<file path="config.mk">
export PLATFORM = sky130hd
export DESIGN_NAME = utf16_to_utf8_encoder_top_flat
export DESIGN_NICKNAME = d
export VERILOG_FILES = /design/src/hw/rtl/utu8_pkg.sv /design/src/hw/rtl/utu8_unit_if.sv /design/src/hw/rtl/utu8_byte_if.sv /design/src/hw/rtl/utu8_front.sv /design/src/hw/rtl/utu8_fifo.sv /design/src/hw/rtl/utu8_back.sv /design/src/hw/rtl/utf16_to_utf8_encoder_top.sv /design/src/flat_wrapper.sv
export SDC_FILE = /design/constraint.sdc
export NUM_CORES = 1
export LEC_CHECK = 0
export BUFFER_PORTS_ARGS = -buffer_cell sky130_fd_sc_hd__buf_2
export CORE_MARGIN = 2
export CORE_UTILIZATION = 64
export CTS_CLUSTER_DIAMETER = 150
export DETAILED_ROUTE_END_ITERATION = 16
export PLACE_DENSITY_LB_ADDON = 0.2
export SETUP_SLACK_MARGIN = 0.05
export SLEW_MARGIN = 0
export SYNTH_ARGS = -nofsm -noshare
export SYNTH_HDL_FRONTEND = slang
export SYNTH_SLANG_ARGS = --single-unit
</file>
<file path="constraint.sdc">
create_clock -name clk -period 34 [get_ports clk]
set_clock_uncertainty 0.2 [all_clocks]
set_input_delay 5.1 -clock clk [delete_from_list [all_inputs] [get_ports clk]]
set_output_delay 5.1 -clock clk [all_outputs]
set_load 0.05 [all_outputs]
</file>
<file path="src/hw/rtl/utu8_pkg.sv">
package utu8_pkg;

  localparam int FIFO_DEPTH = 2;
  localparam int CMD_BYTES  = 6;
  localparam int ADDR_W     = 3;

  localparam logic [1:0] NUL_DROP   = 2'd0;
  localparam logic [1:0] NUL_MUTF8  = 2'd1;
  localparam logic [1:0] NUL_SINGLE = 2'd2;

  localparam logic REG_NUL_MODE     = 1'b0;
  localparam logic REG_OUT_CAPACITY = 1'b1;

  localparam logic [20:0] REPL_CHAR    = 21'h00FFFD;
  localparam logic [20:0] SUPP_BASE    = 21'h010000;
  localparam logic [15:0] CAPACITY_RST = 16'hFFFF;
  localparam logic [5:0]  HI_SUR_TAG   = 6'b110110;
  localparam logic [5:0]  LO_SUR_TAG   = 6'b110111;

  typedef struct packed {
    logic [3:0][7:0] bytes;
    logic [2:0]      len;
  } enc_t;

  typedef struct packed {
    logic [CMD_BYTES-1:0][7:0] bytes;
    logic [2:0]                count;
    logic                      fin;
    logic [15:0]               base;
  } cmd_t;

  function automatic enc_t encode_cp(logic [20:0] cp, logic [1:0] nul_mode);
    enc_t e;
    e = '0;
    if (cp == '0) begin
      unique case (nul_mode)
        NUL_SINGLE: begin
          e.len = 3'd1;
        end
        NUL_MUTF8: begin
          e.bytes[0] = 8'hC0;
          e.bytes[1] = 8'h80;
          e.len      = 3'd2;
        end
        default: e.len = 3'd0;
      endcase
    end else if (cp <= 21'h00007F) begin
      e.bytes[0] = cp[7:0];
      e.len      = 3'd1;
    end else if (cp <= 21'h0007FF) begin
      e.bytes[0] = {3'b110, cp[10:6]};
      e.bytes[1] = {2'b10, cp[5:0]};
      e.len      = 3'd2;
    end else if (cp <= 21'h00FFFF) begin
      e.bytes[0] = {4'b1110, cp[15:12]};
      e.bytes[1] = {2'b10, cp[11:6]};
      e.bytes[2] = {2'b10, cp[5:0]};
      e.len      = 3'd3;
    end else begin
      e.bytes[0] = {5'b11110, cp[20:18]};
      e.bytes[1] = {2'b10, cp[17:12]};
      e.bytes[2] = {2'b10, cp[11:6]};
      e.bytes[3] = {2'b10, cp[5:0]};
      e.len      = 3'd4;
    end
    return e;
  endfunction

endpackage

</file>
<file path="src/hw/rtl/utu8_unit_if.sv">
interface utu8_unit_if;
  logic        valid;
  logic        ready;
  logic [15:0] unit_value;
  logic        is_last;

  modport source (output valid, output unit_value, output is_last, input ready);
  modport sink (input valid, input unit_value, input is_last, output ready);
endinterface

</file>
<file path="src/hw/rtl/utu8_byte_if.sv">
interface utu8_byte_if;
  logic        valid;
  logic        ready;
  logic [7:0]  out_byte;
  logic        byte_valid;
  logic [15:0] total_len;
  logic        last;

  modport source (output valid, output out_byte, output byte_valid, output total_len,
                  output last, input ready);
  modport sink (input valid, input out_byte, input byte_valid, input total_len,
                input last, output ready);
endinterface

</file>
<file path="src/hw/rtl/utu8_front.sv">
module utu8_front (
  input  logic            clk,
  input  logic            rst,
  utu8_unit_if.sink       code_units,
  input  logic [1:0]      nul_mode,
  input  logic [15:0]     out_capacity,
  input  logic            full,
  output logic            push,
  output utu8_pkg::cmd_t  cmd
);

  logic [15:0] held_high;
  logic        held_valid;
  logic [15:0] out_count;
  logic [15:0] out_count_next;

  logic [15:0] u;
  logic        is_hi;
  logic        is_lo;
  logic        pair;
  logic        a_need;
  logic        a_ok;
  logic        b_need;
  logic        b_ok;
  logic [20:0] cp_b;
  logic [2:0]  len_b;
  logic [2:0]  len_a_w;
  logic [2:0]  len_b_w;
  logic [16:0] cap17;
  logic [16:0] c1;
  logic        accept;

  utu8_pkg::enc_t enc_a;
  utu8_pkg::enc_t enc_b;

  assign code_units.ready = !full;
  assign accept = code_units.valid && code_units.ready;

  assign u      = code_units.unit_value;
  assign is_hi  = u[15:10] == utu8_pkg::HI_SUR_TAG;
  assign is_lo  = u[15:10] == utu8_pkg::LO_SUR_TAG;
  assign pair   = held_valid && is_lo;
  assign a_need = held_valid && !is_lo;
  assign b_need = !(is_hi && !code_units.is_last);

  always_comb begin
    if (pair) begin
      cp_b = utu8_pkg::SUPP_BASE + {1'b0, held_high[9:0], u[9:0]};
    end else if (is_lo || is_hi) begin
      cp_b = utu8_pkg::REPL_CHAR;
    end else begin
      cp_b = {5'b0, u};
    end
  end

  assign enc_a = utu8_pkg::encode_cp(utu8_pkg::REPL_CHAR, nul_mode);
  assign enc_b = utu8_pkg::encode_cp(cp_b, nul_mode);
  assign len_b = b_need ? enc_b.len : 3'd0;

  assign cap17   = {1'b0, out_capacity};
  assign a_ok    = a_need && ({1'b0, out_count} + 17'd3 <= cap17);
  assign len_a_w = a_ok ? 3'd3 : 3'd0;
  assign c1      = {1'b0, out_count} + {14'b0, len_a_w};
  assign b_ok    = (len_b != 3'd0) && (c1 + {14'b0, len_b} <= cap17);
  assign len_b_w = b_ok ? len_b : 3'd0;

  always_comb begin
    cmd = '0;
    if (a_ok) begin
      cmd.bytes[2:0] = enc_a.bytes[2:0];
      if (b_ok) begin
        cmd.bytes[5:3] = enc_b.bytes[2:0];
      end
    end else if (b_ok) begin
      cmd.bytes[3:0] = enc_b.bytes;
    end
    cmd.count = len_a_w + len_b_w;
    cmd.fin   = code_units.is_last;
    cmd.base  = out_count;
  end

  assign push = accept && ((cmd.count != 3'd0) || code_units.is_last);

  assign out_count_next = code_units.is_last ? 16'd0 : 16'(c1 + {14'b0, len_b_w});

  always_ff @(posedge clk) begin
    if (rst) begin
      held_valid <= 1'b0;
      out_count  <= '0;
    end else if (accept) begin
      held_valid <= is_hi && !code_units.is_last;
      out_count  <= out_count_next;
    end
  end

  always_ff @(posedge clk) begin
    if (accept && is_hi && !code_units.is_last) begin
      held_high <= u;
    end
  end

endmodule

</file>
<file path="src/hw/rtl/utu8_fifo.sv">
module utu8_fifo #(
  parameter int DEPTH = utu8_pkg::FIFO_DEPTH
) (
  input  logic            clk,
  input  logic            rst,
  input  logic            push,
  input  utu8_pkg::cmd_t  push_data,
  output logic            full,
  input  logic            pop,
  output utu8_pkg::cmd_t  head,
  output logic            head_valid
);

  localparam int PTR_W = $clog2(DEPTH);
  localparam int CNT_W = $clog2(DEPTH + 1);

  utu8_pkg::cmd_t mem [DEPTH];

  logic [PTR_W-1:0] wr_ptr;
  logic [PTR_W-1:0] rd_ptr;
  logic [CNT_W-1:0] fill;

  assign full       = fill == CNT_W'(DEPTH);
  assign head_valid = fill != '0;
  assign head       = mem[rd_ptr];

  always_ff @(posedge clk) begin
    if (push) begin
      mem[wr_ptr] <= push_data;
    end
  end

  always_ff @(posedge clk) begin
    if (rst) begin
      wr_ptr <= '0;
      rd_ptr <= '0;
      fill   <= '0;
    end else begin
      if (push) begin
        wr_ptr <= (wr_ptr == PTR_W'(DEPTH - 1)) ? '0 : wr_ptr + 1'b1;
      end
      if (pop) begin
        rd_ptr <= (rd_ptr == PTR_W'(DEPTH - 1)) ? '0 : rd_ptr + 1'b1;
      end
      unique case ({push, pop})
        2'b10:   fill <= fill + 1'b1;
        2'b01:   fill <= fill - 1'b1;
        default: fill <= fill;
      endcase
    end
  end

endmodule

</file>
<file path="src/hw/rtl/utu8_back.sv">
module utu8_back (
  input  logic            clk,
  input  logic            rst,
  input  utu8_pkg::cmd_t  head,
  input  logic            head_valid,
  output logic            pop,
  utu8_byte_if.source     utf8_bytes
);

  logic        valid;
  logic [7:0]  out_byte;
  logic        byte_valid;
  logic [15:0] total_len;
  logic        last;
  logic [2:0]  idx;

  logic        out_load;
  logic        at_end;
  logic        has_bytes;
  logic        step;
  logic        emit;

  assign utf8_bytes.valid      = valid;
  assign utf8_bytes.out_byte   = out_byte;
  assign utf8_bytes.byte_valid = byte_valid;
  assign utf8_bytes.total_len  = total_len;
  assign utf8_bytes.last       = last;

  assign out_load  = !valid || utf8_bytes.ready;
  assign has_bytes = head.count != 3'd0;
  assign at_end    = idx == head.count - 3'd1;
  assign step      = head_valid && out_load;
  assign emit      = step && (has_bytes || head.fin);
  assign pop       = step && (!has_bytes || at_end);

  always_ff @(posedge clk) begin
    if (rst) begin
      valid <= 1'b0;
      idx   <= '0;
    end else begin
      if (out_load) begin
        valid <= emit;
      end
      if (step && has_bytes) begin
        idx <= at_end ? 3'd0 : idx + 3'd1;
      end
    end
  end

  always_ff @(posedge clk) begin
    if (emit) begin
      out_byte   <= has_bytes ? head.bytes[idx] : 8'h00;
      byte_valid <= has_bytes;
      total_len  <= has_bytes ? head.base + {13'b0, idx} + 16'd1 : head.base;
      last       <= head.fin && (!has_bytes || at_end);
    end
  end

endmodule

</file>
<file path="src/hw/rtl/utf16_to_utf8_encoder_top.sv">
// the bytes of an accepted word are queued as a command, then presented from the output register
// throughput: one byte per cycle from the output register while the receiver is ready; a word
//   produces 0 to 6 bytes, usually 1 to 3, sent by the byte serializer
// reset (rst, synchronous): clears the held surrogate, byte count, queue and output valid;
//   nul_mode returns to 0 and out_capacity to 65535
module utf16_to_utf8_encoder_top #(
  parameter int FIFO_DEPTH = utu8_pkg::FIFO_DEPTH
) (
  input  logic                        clk,
  input  logic                        rst,
  input  logic                        psel,
  input  logic                        penable,
  input  logic                        pwrite,
  input  logic [utu8_pkg::ADDR_W-1:0] paddr,
  input  logic [31:0]                 pwdata,
  output logic [31:0]                 prdata,
  output logic                        pready,
  utu8_unit_if.sink                   code_units,
  utu8_byte_if.source                 utf8_bytes
);

  logic [1:0]     nul_mode;
  logic [15:0]    out_capacity;
  logic           cfg_wr;
  logic           push;
  logic           full;
  logic           pop;
  logic           head_valid;
  utu8_pkg::cmd_t cmd;
  utu8_pkg::cmd_t head;

  assign pready = 1'b1;
  assign cfg_wr = psel && penable && pwrite && pready;

  always_ff @(posedge clk) begin
    if (rst) begin
      nul_mode     <= utu8_pkg::NUL_DROP;
      out_capacity <= utu8_pkg::CAPACITY_RST;
    end else if (cfg_wr) begin
      unique case (paddr[2])
        utu8_pkg::REG_NUL_MODE:     nul_mode     <= pwdata[1:0];
        utu8_pkg::REG_OUT_CAPACITY: out_capacity <= pwdata[15:0];
        default:                    nul_mode     <= nul_mode;
      endcase
    end
  end

  always_comb begin
    unique case (paddr[2])
      utu8_pkg::REG_NUL_MODE:     prdata = {30'b0, nul_mode};
      utu8_pkg::REG_OUT_CAPACITY: prdata = {16'b0, out_capacity};
      default:                    prdata = '0;
    endcase
  end

  utu8_front u_front (
    .clk          (clk),
    .rst          (rst),
    .code_units   (code_units),
    .nul_mode     (nul_mode),
    .out_capacity (out_capacity),
    .full         (full),
    .push         (push),
    .cmd          (cmd)
  );

  utu8_fifo #(
    .DEPTH (FIFO_DEPTH)
  ) u_fifo (
    .clk        (clk),
    .rst        (rst),
    .push       (push),
    .push_data  (cmd),
    .full       (full),
    .pop        (pop),
    .head       (head),
    .head_valid (head_valid)
  );

  utu8_back u_back (
    .clk        (clk),
    .rst        (rst),
    .head       (head),
    .head_valid (head_valid),
    .pop        (pop),
    .utf8_bytes (utf8_bytes)
  );

endmodule

</file>
<file path="src/flat_wrapper.sv">
// flat-port wrapper written by rule: the top's interface ports become plain ports
module utf16_to_utf8_encoder_top_flat 
#(
  parameter int FIFO_DEPTH = utu8_pkg::FIFO_DEPTH
)
  (clk, rst, psel, penable, pwrite, paddr, pwdata, prdata, pready, code_units_valid, code_units_unit_value, code_units_is_last, code_units_ready, utf8_bytes_valid, utf8_bytes_out_byte, utf8_bytes_byte_valid, utf8_bytes_total_len, utf8_bytes_last, utf8_bytes_ready);
  utu8_unit_if code_units_i ();
  utu8_byte_if utf8_bytes_i ();
  input  logic clk;
  input  logic rst;
  input  logic psel;
  input  logic penable;
  input  logic pwrite;
  input  logic [utu8_pkg::ADDR_W-1:0] paddr;
  input  logic [31:0] pwdata;
  output logic [31:0] prdata;
  output logic pready;
  input wire logic [$bits(code_units_i.valid)-1:0] code_units_valid;
  input wire logic [$bits(code_units_i.unit_value)-1:0] code_units_unit_value;
  input wire logic [$bits(code_units_i.is_last)-1:0] code_units_is_last;
  output wire logic [$bits(code_units_i.ready)-1:0] code_units_ready;
  output wire logic [$bits(utf8_bytes_i.valid)-1:0] utf8_bytes_valid;
  output wire logic [$bits(utf8_bytes_i.out_byte)-1:0] utf8_bytes_out_byte;
  output wire logic [$bits(utf8_bytes_i.byte_valid)-1:0] utf8_bytes_byte_valid;
  output wire logic [$bits(utf8_bytes_i.total_len)-1:0] utf8_bytes_total_len;
  output wire logic [$bits(utf8_bytes_i.last)-1:0] utf8_bytes_last;
  input wire logic [$bits(utf8_bytes_i.ready)-1:0] utf8_bytes_ready;
  assign code_units_i.valid = code_units_valid;
  assign code_units_i.unit_value = code_units_unit_value;
  assign code_units_i.is_last = code_units_is_last;
  assign code_units_ready = code_units_i.ready;
  assign utf8_bytes_valid = utf8_bytes_i.valid;
  assign utf8_bytes_out_byte = utf8_bytes_i.out_byte;
  assign utf8_bytes_byte_valid = utf8_bytes_i.byte_valid;
  assign utf8_bytes_total_len = utf8_bytes_i.total_len;
  assign utf8_bytes_last = utf8_bytes_i.last;
  assign utf8_bytes_i.ready = utf8_bytes_ready;
  utf16_to_utf8_encoder_top #(.FIFO_DEPTH(FIFO_DEPTH)) u_core (.clk(clk), .rst(rst), .psel(psel), .penable(penable), .pwrite(pwrite), .paddr(paddr), .pwdata(pwdata), .prdata(prdata), .pready(pready), .code_units(code_units_i), .utf8_bytes(utf8_bytes_i));
endmodule
</file>
==> metrics.yaml <==
grt_pass1_vias: 8035
period_minus_slack_ns: 13.52
hold_start: "u_core.u_fifo.rd_ptr"
rsz0062_at_grt: "false"
syn_area_per_cell_um2: 10.9
max_freq_ghz: 0.0740
r2r_slack_ns: 22.62
finalWorstSetupSlack_ns: 20.48
p_comb_frac: 0.180
status: "finished clean"
gr-usage-all-layers: 0.260
p_int_uw: 482
first_pass_iters: 5
finalCritPeriodShare: 0.398
final-seq-area_um2: 5810
cts_resized: 0
synth.distinct_cells: 81
synth_commonest_cells: "edfxtp_1 (164), nor2_1 (101), nand2_1 (71)"
postCtsSetupBuffers: 0
min_path_type: "reg2reg"
async_flop_share: 0
grt_pass1_wl_mm: 41.2
drv_slew: 0
pwr-share-seq: 0.461
tightest_slew_ns: 0.957
path_max_fanout: 64
rows: 49
synth-seq-cells: 208
synth_top_area_cell: "edfxtp_1"
syn_inst: 1078
min_path_cells: 2
dieArea_um2: 19500
cts_tree: "done"
die_w_um: 140
setup_viol: 0
gp_congestion: 0.965
start_kind: "input pin"
peakVddDrop_mv: 0.0566
power_density_nw_per_um2: 51.4
dr_total_vias: 8631
hold_buffers: 0
wl_per_cell_um: 18.5
io_pins: 120
rr_startpoint: "u_core.u_front.out_count[4]"
final.fill_count: 1314
clk-insertion-delay-late_ns: 0.51
drt_iter0_drc: 741
worstPathRequired_ns: 33.96
seq_area_frac_synth: 0.493
num_antenna_cells: 0
cts_buffers: 22
drive_gt1_frac: 0.159
cpMaxStageDelayCell: "fa_1"
critical_path.max_stage_delay_ns: 0.53
ctsLongestPathBuffers: 3
die_y_um: 140
clk_pin_slew_ns: 0.06
h-tree-depth: 1
synth_top_area_frac: 0.418
endpoint_kind: "register"
synthFlopType: "edfxtp_1"
synth_edf_count: 164
slew_headroom: 0.362
setup_tns_ns: 0
hpwl_mm: 18.2
ys_warn_count: 0
io_buffers: 84
synthTopCellsByArea: "edfxtp_1 (42%), dfxtp_1 (7.5%), ha_1 (5.3%), mux4_2 (4.0%), nor2_1 (3.2%)"
yosys.cell_count.top_type: "edfxtp_1"
cts_root_buf: "clkbuf_16"
routed_wl_mm: 25.5
p_sw_frac: 0.279
syn2layout_area_growth_pct: 10.3
timing.critical_path.arrival_ns: 13.47
min_to: "u_core.u_fifo.rd_ptr"
reg2regPathDepth: 38
multiInputGateArea_um2: 5470
maxCapViolations: 0
grt_max_degree: 65
core_area_um2: 18000
drc_errors: 0
final-hold-violation-count: 0
timing.rr.end: "u_core.u_fifo.mem[1][43]"
p_clk_frac: 0.359
start_util: 0.654
grt-ovfl-total: 0
p_leak_nw: 4.92
power_uw: 668
path_class: "in2reg"
clock_sinks: 208
antenna_left: 0
place_ws_ns: 20.09
viasPerCell: 6.25
switching_power_uw: 186
final_net_count: 1251
antenna_found_initial: 0
synth_area_um2: 11800
registers in the layout (all words and copies together) (netlist names), named ones only:
| signal | count |
|---|---|
| u_core.u_fifo.mem | 128 |
| u_core.out_capacity | 16 |
| u_core.u_back.utf8_bytes.total_len | 16 |
| u_core.u_front.out_count | 16 |
| u_core.u_front.held_high | 10 |
| u_core.u_back.utf8_bytes.out_byte | 8 |
| u_core.u_back.idx | 3 |
| u_core.nul_mode | 2 |
| u_core.u_fifo.fill | 2 |
| u_core.u_back.utf8_bytes.byte_valid | 1 |
| u_core.u_back.utf8_bytes.last | 1 |
| u_core.u_back.utf8_bytes.valid | 1 |
| u_core.u_fifo.rd_ptr | 1 |
| u_core.u_fifo.wr_ptr | 1 |
| u_core.u_front.held_valid | 1 |
cells in the final DEF, fill, tap and decap left out, types with 24 or more instances in the layout:
| cell type | n |
|---|---|
| edfxtp_1 | 164 |
| nor2_1 | 101 |
| buf_2 | 84 |
| nand2_1 | 71 |
| a21oi_1 | 57 |
| inv_1 | 54 |
| ha_1 | 50 |
| o21ai_0 | 44 |
| dfxtp_1 | 43 |
| xnor2_1 | 38 |
| xor2_1 | 29 |
| and2_1 | 25 |
| mux2i_1 | 24 |
| nand3_1 | 24 |
logic make-up (layout without fill, tap and decap cells):
logic type	Yosys count	after routing	share of synthesized area
AO/OA/AOI/OAI	226	226	0.131
XOR/XNOR	67	67	0.0498
adder cells (fa/ha/maj)	55	55	0.0616
buffers and inverters	129	189	0.0496
flip-flops	208	208	0.493
multiplexers	52	52	0.0672
other	2	17	0.000637
AND/OR/NAND/NOR	339	339	0.147
stage by stage:
step,hold slack [ns],cell area [um^2],util,instances
after global placement,0.289,12300,0.680,1342
final,0.319,13000,0.721,1382
after global routing,0.384,13000,0.721,1382
after CTS,0.326,13000,0.721,1382
after floorplan,0.220,11800,-,1093
after detailed placement,0.309,12300,0.680,1342
how the worst max path moves through the flow:
stage	end	startpoint	slack (ns)	cells past startpoint
after floorplan	u_core.u_fifo.mem[0][0]	code_units_unit_value[15]	18.00	30
after CTS	u_core.u_fifo.mem[1][35]	code_units_unit_value[11]	20.61	32
after global routing	u_core.u_fifo.mem[1][35]	code_units_unit_value[15]	19.90	32
after detailed placement	u_core.u_fifo.mem[1][13]	code_units_unit_value[11]	20.09	32
after global placement	u_core.u_fifo.mem[1][57]	code_units_unit_value[11]	20.26	32
final	u_core.u_fifo.mem[1][43]	code_units_unit_value[11]	20.48	32
power by group through the flow:
stage	clock (mW)	combinational, mW	sequential [mW]
detailed placement	0	0.120	0.313
floorplan	0	0.0689	0.339
CTS	0.244	0.121	0.308
finish	0.240	0.120	0.308
global route	0.253	0.130	0.310
global placement	0	0.118	0.312
metal layers:
layer,global-route usage,wire length (um)
met1,0.381,11500
met2,0.414,11700
met3,0.0437,1840
met4,0.0568,444
met5,0,0
cell type report:
class,instances,area share
Clock buffer,35,0.0523
Tap cell,229,0.0220
Timing Repair Buffer,93,0.0375
Clock inverter,5,0.00462
Sequential cell,208,0.447
Multi-Input combinational cell,756,0.421
Inverter,56,0.0162
critical path: cells and delay by family:
kind,cells,cell delay (ns)
XOR/XNOR,1,0.26
multiplexers,1,0.25
AO/OA/AOI/OAI,7,2.24
adder cells (fa/ha/maj),5,1.81
AND/OR/NAND/NOR,12,2.48
buffers and inverters,6,1.28
Note: power is estimated with default switching activity, not from simulation.
